**src/rtl/rfu_pkg.sv**
```systemverilog
`default_nettype none
package rfu_pkg;
    localparam int WIN_BYTES  = 12;
    localparam int NAME_FIRST = 28;
    localparam int NAME_CHARS = 8;

    localparam logic [7:0] MAGIC_0   = 8'h52;
    localparam logic [7:0] MAGIC_1   = 8'h46;
    localparam logic [7:0] MAGIC_2   = 8'h55;
    localparam logic [7:0] MAGIC_3   = 8'h31;
    localparam logic [7:0] NAME_STOP = 8'hFF;

    localparam logic [6:0] SIZE_BEACON = 7'd36;
    localparam logic [6:0] SIZE_SHORT  = 7'd16;
    localparam logic [6:0] SIZE_LONG   = 7'd104;

    // completed-record request from front to back
    typedef struct packed {
        logic [2:0]  rtype;
        logic [31:0] header;
        logic        beacon;
        logic [63:0] name_raw;
    } rec_t;

    function automatic logic [6:0] size_of_type(input logic [31:0] t);
        logic [6:0] s;
        s = 7'd0;
        if (t == 32'd0) s = SIZE_BEACON;
        else if (t == 32'd1 || t == 32'd2 || t == 32'd4) s = SIZE_SHORT;
        else if (t == 32'd5 || t == 32'd6) s = SIZE_LONG;
        return s;
    endfunction

    function automatic logic [6:0] map_char(input logic [7:0] c);
        logic [6:0] r;
        if (c >= 8'hBB && c <= 8'hD4) r = 7'(8'h41 + (c - 8'hBB));
        else if (c >= 8'hD5 && c <= 8'hEE) r = 7'(8'h61 + (c - 8'hD5));
        else if (c >= 8'hA1 && c <= 8'hAA) r = 7'(8'h30 + (c - 8'hA1));
        else if (c == 8'h00) r = 7'h20;
        else r = 7'h3F;
        return r;
    endfunction
endpackage
`default_nettype wire

```
**src/rtl/rfu1_record_deframer.sv**
```systemverilog
// rfu1_record_deframer: RFU1 record hunter on a byte stream.
// Results pass the front record register, the back queue, then registered outputs.
// Throughput: one byte per cycle while in_ready is high; the back queue decides it.
// A result waiting at the output stalls input only once the 2-entry queue holds one.
// Reset (rst_n, async low) clears counters, the pending record and the queue.
`default_nettype none
module rfu1_record_deframer
    import rfu_pkg::*;
#(
    parameter int STORE_BYTES = 256,
    parameter int MAX_CHUNK   = 64
)(
    input  wire logic        clk,
    input  wire logic        rst_n,
    input  wire logic        in_valid,
    output logic             in_ready,
    input  wire logic [7:0]  data_byte,
    input  wire logic        chunk_start,
    input  wire logic [6:0]  chunk_length,
    output logic             out_valid,
    input  wire logic        out_ready,
    output logic [2:0]       record_type,
    output logic [31:0]      header_word,
    output logic [31:0]      beacons_seen,
    output logic             first_beacon,
    output logic [15:0]      device_id,
    output logic [55:0]      host_name,
    output logic [3:0]       name_length
);
    logic rec_valid;
    rec_t rec;
    logic q_ready;

    // queue empty: one record in flight plus one from this byte always fit
    assign in_ready = q_ready;

    rfu_front #(.STORE_BYTES(STORE_BYTES), .MAX_CHUNK(MAX_CHUNK)) u_front (
        .clk, .rst_n, .in_fire(in_valid && in_ready),
        .data_byte, .chunk_start, .chunk_length, .rec_valid, .rec
    );

    rfu_back u_back (
        .clk, .rst_n, .rec_valid, .rec, .q_ready, .out_valid, .out_ready,
        .record_type, .header_word, .beacons_seen, .first_beacon,
        .device_id, .host_name, .name_length
    );
endmodule
`default_nettype wire

```
**src/rtl/rfu_front.sv**
```systemverilog
`default_nettype none
module rfu_front
    import rfu_pkg::*;
#(
    parameter int STORE_BYTES = 256,
    parameter int MAX_CHUNK   = 64
)(
    input  wire logic       clk,
    input  wire logic       rst_n,
    input  wire logic       in_fire,
    input  wire logic [7:0] data_byte,
    input  wire logic       chunk_start,
    input  wire logic [6:0] chunk_length,
    output logic            rec_valid,
    output rec_t            rec
);
    localparam int CW = $clog2(STORE_BYTES + 129) + 1;

    logic [7:0]  win_reg [WIN_BYTES];
    logic [7:0]  nm_reg  [NAME_CHARS];
    logic [8:0]  cnt_reg;
    logic [6:0]  size_reg, left_reg;
    logic [31:0] hdr_reg;
    logic        latched_reg;

    logic [6:0]  len;
    logic        ovf;
    logic [8:0]  cnt0;
    logic [6:0]  size0, left0;
    logic [31:0] w4, w8;
    logic        magic;
    logic [6:0]  nsize;

    always_comb
    begin
        len = (32'(chunk_length) > MAX_CHUNK) ? 7'(MAX_CHUNK) : chunk_length;
        ovf = chunk_start && (CW'(cnt_reg) + CW'(len) > CW'(STORE_BYTES));
        cnt0  = ovf ? 9'd0 : cnt_reg;
        size0 = ovf ? 7'd0 : size_reg;
        left0 = ovf ? 7'd0 : left_reg;
    end

    // window bytes as they stand after this byte is written at cnt0
    logic [7:0] wv [WIN_BYTES];
    always_comb
    begin
        for (int i = 0; i < WIN_BYTES; i++)
            wv[i] = (cnt0 == 9'(i)) ? data_byte : win_reg[i];
        w4 = {wv[4], wv[5], wv[6], wv[7]};
        w8 = {wv[8], wv[9], wv[10], wv[11]};
        magic = wv[0] == MAGIC_0 && wv[1] == MAGIC_1 && wv[2] == MAGIC_2 && wv[3] == MAGIC_3;
        nsize = magic ? size_of_type(w4) : 7'd0;
    end

    logic        is_beacon;
    logic [6:0]  left_dec;
    logic [7:0]  nv [NAME_CHARS];
    logic        nwr;
    logic [2:0]  nidx;
    always_comb
    begin
        is_beacon = win_reg[7] == 8'd0;
        nwr = is_beacon && !latched_reg && cnt0 >= 9'(NAME_FIRST)
              && cnt0 < 9'(NAME_FIRST + NAME_CHARS);
        // name slot counts from the first name byte of the record
        nidx = 3'(cnt0 - 9'(NAME_FIRST));
        for (int i = 0; i < NAME_CHARS; i++)
            nv[i] = (nwr && nidx == 3'(i)) ? data_byte : nm_reg[i];
        left_dec = (left0 != 7'd0) ? left0 - 7'd1 : 7'd0;
    end

    always_ff @(posedge clk)
    begin
        if (in_fire)
        begin
            if (size0 == 7'd0)
            begin
                if (cnt0 + 9'd1 >= 9'(WIN_BYTES) && nsize == 7'd0)
                    for (int i = 0; i < WIN_BYTES - 1; i++) win_reg[i] <= wv[i + 1];
                else
                    for (int i = 0; i < WIN_BYTES; i++) win_reg[i] <= wv[i];
            end
            else
                for (int i = 0; i < NAME_CHARS; i++) nm_reg[i] <= nv[i];
        end
    end

    always_ff @(posedge clk or negedge rst_n)
    begin
        if (!rst_n)
        begin
            cnt_reg <= '0; size_reg <= '0; left_reg <= '0; hdr_reg <= '0;
            latched_reg <= 1'b0; rec_valid <= 1'b0;
        end
        else
        begin
            rec_valid <= 1'b0;
            if (in_fire)
            begin
                size_reg <= size0; left_reg <= left0;
                if (size0 == 7'd0)
                begin
                    cnt_reg <= cnt0 + 9'd1;
                    if (cnt0 + 9'd1 >= 9'(WIN_BYTES))
                    begin
                        if (nsize == 7'd0) cnt_reg <= 9'(WIN_BYTES - 1);
                        else
                        begin
                            size_reg <= nsize; hdr_reg <= w8;
                            left_reg <= nsize - 7'(WIN_BYTES);
                            cnt_reg  <= 9'(WIN_BYTES);
                        end
                    end
                end
                else
                begin
                    cnt_reg <= cnt0 + 9'd1; left_reg <= left_dec;
                    if (left_dec == 7'd0)
                    begin
                        rec_valid <= 1'b1;
                        rec.rtype  <= win_reg[7][2:0];
                        rec.header <= hdr_reg;
                        rec.beacon <= is_beacon;
                        for (int i = 0; i < NAME_CHARS; i++)
                            rec.name_raw[8*i +: 8] <= nv[i];
                        if (is_beacon) latched_reg <= 1'b1;
                        size_reg <= '0; cnt_reg <= '0;
                    end
                end
            end
        end
    end
endmodule
`default_nettype wire

```
**src/rtl/rfu_back.sv**
```systemverilog
`default_nettype none
module rfu_back
    import rfu_pkg::*;
(
    input  wire logic        clk,
    input  wire logic        rst_n,
    input  wire logic        rec_valid,
    input  rec_t             rec,
    output logic             q_ready,
    output logic             out_valid,
    input  wire logic        out_ready,
    output logic [2:0]       record_type,
    output logic [31:0]      header_word,
    output logic [31:0]      beacons_seen,
    output logic             first_beacon,
    output logic [15:0]      device_id,
    output logic [55:0]      host_name,
    output logic [3:0]       name_length
);
    // two-entry queue of completed records
    rec_t       q_reg [2];
    logic [1:0] qn_reg;
    logic       rd_reg, wr_reg;
    logic       pop;

    logic [31:0] total_reg;
    logic        latched_reg;
    logic [15:0] id_reg;
    logic [55:0] nm_reg;
    logic [3:0]  nl_reg;

    assign q_ready = qn_reg == 2'd0;   // room for a record and a byte in flight
    assign pop = qn_reg != 2'd0 && (!out_valid || out_ready);

    rec_t h;
    logic [55:0] nm;
    logic [3:0]  nl;
    logic        stop;
    logic [7:0]  c;
    always_comb
    begin
        h = q_reg[rd_reg];
        nm = '0; nl = '0; stop = 1'b0;
        for (int k = 0; k < NAME_CHARS; k++)
        begin
            c = h.name_raw[8*((k & 4) | (3 - (k & 3))) +: 8];
            if (c == NAME_STOP) stop = 1'b1;
            if (!stop)
            begin
                nm[7*k +: 7] = map_char(c);
                nl = nl + 4'd1;
            end
        end
    end

    always_ff @(posedge clk)
    begin
        if (rec_valid) q_reg[wr_reg] <= rec;
    end

    always_ff @(posedge clk or negedge rst_n)
    begin
        if (!rst_n)
        begin
            qn_reg <= '0; rd_reg <= 1'b0; wr_reg <= 1'b0; out_valid <= 1'b0;
            total_reg <= '0; latched_reg <= 1'b0;
            id_reg <= '0; nm_reg <= '0; nl_reg <= '0;
        end
        else
        begin
            qn_reg <= qn_reg + 2'(rec_valid) - 2'(pop);
            if (rec_valid) wr_reg <= ~wr_reg;
            if (out_valid && out_ready) out_valid <= 1'b0;
            if (pop)
            begin
                rd_reg <= ~rd_reg;
                out_valid <= 1'b1;
                record_type <= h.rtype;
                header_word <= h.header;
                first_beacon <= h.beacon && !latched_reg;
                if (h.beacon)
                begin
                    total_reg <= total_reg + 32'd1;
                    beacons_seen <= total_reg + 32'd1;
                end
                else beacons_seen <= total_reg;
                if (h.beacon && !latched_reg)
                begin
                    latched_reg <= 1'b1; id_reg <= h.header[15:0];
                    nm_reg <= nm; nl_reg <= nl;
                    device_id <= h.header[15:0]; host_name <= nm; name_length <= nl;
                end
                else
                begin
                    device_id <= id_reg; host_name <= nm_reg; name_length <= nl_reg;
                end
            end
        end
    end
endmodule
`default_nettype wire
```
**config.mk**
```make
export PLATFORM = sky130hd
export DESIGN_NAME = rfu1_record_deframer
export DESIGN_NICKNAME = d
export VERILOG_FILES = /design/src/rtl/rfu_pkg.sv /design/src/rtl/rfu1_record_deframer.sv /design/src/rtl/rfu_front.sv /design/src/rtl/rfu_back.sv
export SDC_FILE = /design/constraint.sdc
export NUM_CORES = 1
export LEC_CHECK = 0
export CORE_MARGIN = 2
export CORE_UTILIZATION = 51
export CTS_BUF_LIST = sky130_fd_sc_hd__clkbuf_8
export CTS_CLUSTER_SIZE = 20
export DETAILED_ROUTE_END_ITERATION = 10
export DONT_BUFFER_PORTS = 1
export PLACE_DENSITY = 0.64
export SYNTH_ARGS = -nofsm -noshare
export SYNTH_HDL_FRONTEND = slang
export SYNTH_HIERARCHICAL = 1
export SYNTH_SLANG_ARGS = --single-unit
```
**constraint.sdc**
```tcl
create_clock -name clk -period 10.8 [get_ports clk]
set_input_delay 1.62 -clock clk [delete_from_list [all_inputs] [get_ports clk]]
set_output_delay 1.62 -clock clk [all_outputs]
set_load 0.005 [all_outputs]
```
==> results of run 1 <==
## cell type report
type                       count  area share
tap                          978      0.0291
sequential                   775       0.533
clock buffer                 145      0.0475
inverter                     101     0.00913
antenna                        1   0.0000595
clock inverter                92      0.0134
multi-input combinational   2287       0.362
timing repair buffer          31     0.00583
## worst paths after layout
kind	from	endpoint	slack (ns)	cells after the start
setup reg to reg	u_front/cnt_reg[0]	u_front/win_reg[7][2]	2.56	25
hold reg to reg	u_front/rec[67]	u_back/q_reg[0][67]	0.43	0
setup / recovery	chunk_length[0]	u_front/win_reg[7][2]	2.23	26
hold / removal	u_front/rec[67]	u_back/q_reg[0][67]	0.43	0
min in group asynchronous	rst_n	u_back/nm_reg[11]	0.55	0
max in group asynchronous	rst_n	u_front/hdr_reg[0]	9.87	0
## cells by family (layout without fill, tap and decap cells)
kind of cell | Yosys count | count (layout)
simple gates | 1114 | 1114
fa+ha+maj | 119 | 119
flops | 775 | 775
buf+inv | 258 | 369
xor+xnor | 105 | 105
compound gates | 769 | 769
mux | 180 | 180
other cells | 0 | 1
## per-stage QoR
| stage | instance area [µm²] | util | power (µW) |
|---|---|---|---|
| after floorplan | 38700 | - | 4940 |
| after global placement | 39500 | 0.523 | 5230 |
| after detailed placement | 39500 | 0.523 | 5280 |
| after CTS | 42000 | 0.556 | 7820 |
| after global routing | 42000 | 0.556 | 8140 |
| final | 42000 | 0.556 | 7760 |
## Yosys cell counts, drive strengths merged (8+ instances only)
master	n	share of area
edfxtp	604	0.47
nand2	508	0.049
o21ai	188	0.024
dfrtp	171	0.11
nor2	144	0.014
ha	117	0.038
a21oi	101	0.013
inv	100	0.0097
mux2i	94	0.025
a211oi	88	0.017
clkbuf	88	0.0085
nand3	88	0.012
mux2	86	0.025
or2	80	0.013
buf	69	0.011
a22oi	68	0.013
a22o	63	0.014
xnor2	62	0.014
nand4	48	0.0082
nor3	46	0.0063
xor2	43	0.0097
nand2b	31	0.0050
a21o	28	0.0054
o31ai	24	0.0048
and3	23	0.0037
a31oi	22	0.0036
or3	22	0.0036
a32o	20	0.0052
nor4	20	0.0036
o211ai	19	0.0038
a21boi	18	0.0035
and2	18	0.0029
nor2b	16	0.0026
o21a	16	0.0031
nand3b	14	0.0027
o22ai	14	0.0023
nor3b	13	0.0026
a311oi	11	0.0026
a221oi	8	0.0023
nand4b	8	0.0018
o22a	8	0.0018
## placed cells by master (no fill, tap or decap), types with 68 or more instances in the layout
cell / instances
a211oi_1: 87
a21oi_1: 100
a22oi_1: 68
clkbuf_8: 145
dfrtp_1: 170
edfxtp_1: 604
ha_1: 117
inv_1: 139
mux2_2: 78
mux2i_1: 87
nand2_1: 507
nand3_1: 86
nor2_1: 143
o21ai_0: 171
or2_1: 72
## power groups by stage
stage	clock network [µW]	registers (µW)	logic (µW)
2_1_floorplan	0	3740	1200
3_3_place_gp	0	3840	1400
3_5_place_dp	0	3840	1440
4_1_cts	2600	3790	1440
5_1_grt	2720	3820	1590
6_report	2520	3790	1460
## per-layer routing
metal / up-vias / part of all wire / track usage / routed length [µm]
met3: 168 / 0.067 / 0.0532 / 6300
met1: 13000 / 0.46 / 0.351 / 43900
met4: 0 / 0.025 / 0.0788 / 2350
li1: 12500 / - / - / -
met2: 927 / 0.44 / 0.360 / 41900
met5: - / 0 / 0 / 0
==> impl.org, run 1 <==
** GRT
- Total routing resource utilization after global routing :: 0.241
- The number of global-route vias before repair came to 25600.
- Leftover overflow at the end of global routing :: 0
- The initial antenna violation count is 3.
- Largest net degree at the start of global routing :: 174
- First-pass GRT wire length :: 147 mm

** Placement
- Routability Congestion :: 0.909
- Placed cells :: 4172
- DP Worst Slack :: 1.63 ns
- HPWL after DPL :: 63.9 mm
- Input and output buffers added on the ports amount to 0.

** Critical path
- Endpoint arrival time on the critical path :: 9.07 ns
- In this run the worst path has a maximum fanout of 72.
- Startpoint type of the worst setup path :: input pin
- Critical path endpoint category :: flop
- The kind of cell with the highest combined delay along the critical path is simple AND/OR/NAND/NOR gates.
- Max stage delay cell, worst path :: nor2_1
- Data on the critical path is required at its endpoint by 11.31 ns.
- The largest single stage delay on the critical path is 0.78 ns.
- Crit path buffers/inverters :: 3
- Type of the worst setup path :: input pin to flop

** Floorplan
- The floorplan has 101 rows.
- The die is 280 µm wide.
- Boundary pin count :: 166
- For this configuration, the core starts out at a cell density of 0.513.
- After floorplanning, the core was sized to cover 0.0756 mm².
- The die is 280 µm tall.
- The die covers 0.0782 mm².

** Synthesis
- Combinational family with the most area after synthesis :: compound AO/OA/AOI/OAI gates
- The post-synthesis compound-gate area fraction came to 0.140.
- Main flop type after synthesis :: edfxtp_1
- Proportion of synthesized area in mux cells :: 0.0504
- When the netlist entered floorplanning its net count stood at 3458.
- Warnings from Yosys :: 6
- Fraction of registers with async set or reset after synthesis :: 0.221
- In this run, synthesis inferred 604 flip-flops with an integrated enable.
- A synthesized cell averages 11.7 µm².
- Of the total synthesized cell area, the portion taken by full adders, half adders and majority gates is 0.0386.
- Post-synthesis xor/xnor area fraction :: 0.0237
- Synthesized instance count :: 3320
- Of the total synthesized cell area, the portion taken by AND, OR, NAND and NOR gates is 0.139.
- Unique cell type count in the Yosys netlist :: 107
- In this run the cell area of the synthesized design comes to 0.0387 mm².
- Of the synthesized area, sequential elements account for 0.579.
- Register bit total from synthesis :: 775

** STA
- Final clock period utilization by the worst path :: 0.793
- Final hold analysis gives a worst-case slack of 0.433 ns.
- Static timing analysis puts the maximum clock frequency at 117 MHz.
- For the pin with the worst max-slew slack, the measured transition is 1.28 ns.
- Setup slack of the critical path after layout :: 2.23 ns
- The number of pins exceeding their max-slew limit in the final report came to 0.
- RSZ-0062 raised after global routing :: no
- Count of final hold-check violations :: 0
- Time the worst path needs with I/O delays and setup :: 8.57 ns
- Number of failing setup endpoints in the final timing report :: 0
- Setup clock skew after layout :: 0.0505 ns
- Setup TNS :: 0 ns
- In this run the tightest slew margin relative to its limit is 0.148.

** Pwr
- Summed over all nets, the switching power comes to 2360 µW.
- Summed over all cells, the static leakage comes to 0.0163 µW.
- The share of total power dissipated in sequential elements is 0.488.
- Switching power as a share of total power :: 0.304
- The worst-case IR drop observed on VDD is 0.111 mV.
- Cell internal power was estimated by the tool at 5410 µW.
- Combinational cell fraction of total power :: 0.187
- Fraction of power consumed by the clock network :: 0.325
- Dividing total power by cell area gives a power density of 185 mW/mm².

** Clock tree
- Number of buffers between clock root and the deepest sink :: 3
- At the later pin of the worst-skew pair, clock insertion delay measures 0.80 ns.
- TritonCTS built the clock tree.
- Once the clock tree was built, the setup fixing pass inserted 0 buffers.
- Number of buffers added by the clock tree synthesis step :: 130
- In this run, post-CTS hold repair placed 0 buffers.
- Clock root buffer master :: clkbuf_8
- Count of instances resized after the clock tree is built :: 0
- Number of clock sinks seen by CTS :: 775
- H-tree level count :: 4
- Clock-pin slew was measured on the worst setup and hold paths at 0.06 ns.

** Route
- Wire per inst :: 21.4 µm
- In the routed design, unresolved DRC markers number 0.
- Via-to-Cell Ratio :: 6.02
- The detailed router placed 26600 vias in this run.
- Count of TritonRoute iterations in the first routing pass :: 6
- The first routing iteration left 2520 violations.
- The detail route stage leaves a number of antenna-violating nets equal to 0.
- Wires add up to 94.4 mm.

** Layout
- From synthesis to final layout, the design area changed by 8.56%.
- # fillers :: 6381
- Largest register FFs :: 200
- Sequential cell area in the final layout :: 0.0224 mm²
- At the end of the flow, the number of nets in the layout was 3464.
- The multi-input combinational cells in the finished layout cover a total of 0.0152 mm².
- Non-filler instance count after layout :: 4410
- Of the cells placed in the final design, the portion with a size suffix greater than 1 is 0.101.

** Flow run
- Max-Cap Viols :: 0

** Worst hold path
- Worst hold-check path type :: flop to flop

** Outcome
- The run finished with clean final reports.
Note: power is estimated with default switching activity, not from simulation.
==> inputs of run 2 (changes only) <==
PLACE_DENSITY = 0.67   (was 0.64)
clock period = 7.5 ns   (was 10.8 ns; I/O delays follow)
==> run 2 against run 1 <==
  * Die area did not move
  * Register-to-register slack lost 2.0 ns
  * Clock skew increased by 0.0022 ns
  * Flip-flop and latch count did not move
  * Total power rose by 46%
  * Clock power grew 48%
  * First-iteration DRC count rose by 16%
  * Core utilization rose by 0.37 points
  * Global-route usage decreased by 0.52 points
  * Worst hold slack lost 0.36 ns
  * Sequential power is 44% higher
==> impl.org, run 2 (synthesized netlist as in run 1, its figures left out) <==
** GRT
- First-pass GRT wire length :: 146 mm (was 147 mm)
- The remaining global-route overflow was 0 (unchanged).
- Initial antenna violation count :: 2 (was 3)
- Via count of the first global-routing pass :: 26000 (was 25600)
- The pin count of the biggest net entering global routing was 119 (was 174).
- The global-route usage over all layers is 0.236 (was 0.241).

** Pwr
- Overall power :: 11400 µW (was 7760 µW)
- Power density of the placed cells :: 268 mW/mm² (was 185 mW/mm²)
- The standby leakage power came to 0.0165 µW (was 0.0163 µW).
- The peak supply drop came to 0.188 mV (was 0.111 mV).

** Route
- Via-to-Cell Ratio :: 6.08 (was 6.02)
- The total number of vias is 27000 (was 26600).
- Antenna-violating nets left :: 0 (unchanged)
- Count of TritonRoute iterations in the first routing pass :: 6 (unchanged)
- Total DRC errors in the routed layout :: 0 (unchanged)
- Overall routed net length :: 92.9 mm (was 94.4 mm)
- The DRC violation total after the first TritonRoute iteration was 2916 (was 2520).
- Wire per inst :: 20.9 µm (was 21.4 µm)

** Clock tree
- Clock root buffer master :: clkbuf_8 (unchanged)
- Number of buffers added by the clock tree synthesis step :: 133 (was 130)
- CTS tree :: built (unchanged)
- Clock latency on the worst-skew pair :: 0.80 ns (about the same)
- The clock slew at the register clock pins of the worst setup and hold paths was 0.06 ns (about the same).
- Number of buffers between clock root and the deepest sink :: 3 (unchanged)
- The clock sink total is 775 (unchanged).
- The number of H-tree levels is 4 (unchanged).

** Placement
- The placed standard-cell area came to 0.0396 mm² (was 0.0395 mm²).
- DP Worst Slack :: 0.161 ns (was 1.63 ns)
- Routability Congestion :: 0.927 (was 0.909)
- The number of buffer cells added on primary ports was 0 (unchanged).
- HPWL after DPL :: 62.8 mm (was 63.9 mm)

** Layout
- Number of nets in the final layout :: 3484 (was 3464)
- The flip-flop count of the largest register after layout was 200 (unchanged).
- Sequential cell area in the final layout :: 0.0224 mm² (unchanged)
- Multi-input combinational cell area :: 0.0152 mm² (unchanged)
- Commonest cells after routing, fill and taps aside: edfxtp_1, nand2_1, o21ai_0 (unchanged).
- Commonest non-fill, non-tap cell in the layout :: edfxtp_1 (unchanged)
- The count of fill cells added during filler insertion was 6282 (was 6381).
- Final non-filler cell area :: 0.0423 mm² (was 0.0420 mm²)
- Share of cells above drive strength 1 :: 0.107 (was 0.101)
- P&R area growth vs syn :: 9.28% (was 8.56%)

** Critical path
- The maximum fanout count along the critical path was 33 (was 72).
- Max stage delay cell, worst path :: or4b_1 (was nor2_1)
- The kind of critical path is flop to flop (was input pin to flop).
- The delay contributed by the slowest stage of the critical path is 0.62 ns (was 0.78 ns).
- CP Data Required Time :: 8.04 ns (was 11.31 ns)
- The dominant delay contributor by cell family on the critical path is simple AND/OR/NAND/NOR gates (unchanged).
- The nature of the critical path endpoint was a flop (unchanged).
- The count of buffer and inverter cells on the critical path is 3 (unchanged).
- The signal arrival time at the worst endpoint is 7.48 ns (was 9.07 ns).
- Among the stages of the critical path, the cell type that occurs most often is ha_1.
- The category of the worst setup path launch point is a flop (was input pin).

** STA
- Slew Viols, Final :: 0 (unchanged)
- The worst clock skew is 0.0527 ns (was 0.0505 ns).
- Final hold slack :: 0.0731 ns (was 0.433 ns)
- Setup slack of the critical path after layout :: 0.559 ns (was 2.23 ns)
- Final clock period utilization by the worst path :: 0.926
- Least-Margin Pin Slew :: 1.39 ns (was 1.28 ns)
- The number of failing setup endpoints in the final timing report is 0 (unchanged).
- RSZ-0062 raised after global routing: no (unchanged).
- The final total negative setup slack came to 0 ns (unchanged).
- Max-slew headroom :: 0.0631 (was 0.148)
- For this run, the top clock speed supported by timing is 144 MHz.
- The number of hold violations in the final report came to 0 (unchanged).
- Time the worst path needs with I/O delays and setup :: 6.94 ns

** Floorplan
- The die span in y is 280 µm (unchanged).
- Core Footprint :: 0.0756 mm² (unchanged)
- Chip width :: 280 µm (unchanged)
- Total die area :: 0.0782 mm² (unchanged)
- The starting utilization of the core area came to 0.513 (unchanged).
- The floorplan row count came to 101 (unchanged).
- Boundary pin count :: 166 (unchanged)

** Worst hold path
- Worst hold-check path type :: input pin to asynchronous set/reset pin (was flop to flop)

** Outcome
- Status :: finished, final reports clean (unchanged)

** Flow run
- Max-Cap Viols :: 0 (unchanged)
[run 2: changes by cell type in the layout (fill, tap and decap cells not counted), sizes merged]
| cell | change |
|---|---|
| inv | +6 |
| clkbuf | +2 |
| bufinv | +2 |
| buf | +17 |
| clkinv | +2 |
| clkinvlp | -3 |
[run 2: cell type report]
class / count / share of cell area
tap: 978 / 0.0289
multi-input combinational: 2287 / 0.359
inverter: 101 / 0.00907
clock inverter: 99 / 0.0149
clock buffer: 147 / 0.0478
timing repair buffer: 48 / 0.0102
sequential: 775 / 0.530
antenna: 1 / 0.0000591
[run 2: worst paths after layout]
kind / end / slack, ns / cells past startpoint / startpoint
max in group asynchronous: u_back/id_reg[2] / 6.74 / 1 / rst_n
hold / removal: u_back/nm_reg[7] / 0.07 / 0 / rst_n
setup reg to reg: u_front/win_reg[2][7] / 0.56 / 25 / u_front/cnt_reg[0]
hold reg to reg: u_back/q_reg[1][48] / 0.44 / 0 / u_front/rec[48]
min in group clk: u_back/q_reg[1][48] / 0.44 / 0 / u_front/rec[48]
setup / recovery: u_front/win_reg[2][7] / 0.56 / 25 / u_front/cnt_reg[0]
[run 2: power by group]
part           switching [µW]  total [µW]  internal, µW
Sequential                300        5440          5140
Combinational            1440        2180           748
Clock                    1700        3730          2030
[run 2: repair_timing]
| item | in CTS | in global routing |
|---|---|---|
| hold buffers | 1 | 0 |
| resized for setup | 0 | 0 |
| endpoints found under the hold margin | 97 | 0 |
| setup buffers | 0 | 0 |
[run 2: per-layer routing]
| metal | vias up | part of all wire | track usage |
|---|---|---|---|
| met1 | 13300 | 0.46 | 0.343 |
| met4 | 0 | 0.019 | 0.0697 |
| met3 | 137 | 0.068 | 0.0430 |
| met2 | 1065 | 0.46 | 0.362 |
| li1 | 12500 | - | - |
| met5 | - | 0 | 0 |
[run 2: per-stage QoR]
| step | std cells | utilization |
|---|---|---|
| floorplan | 3320 | - |
| global placement | 4188 | 0.525 |
| detailed placement | 4188 | 0.525 |
| CTS | 4435 | 0.560 |
| global route | 4436 | 0.560 |
| finish | 4436 | 0.560 |
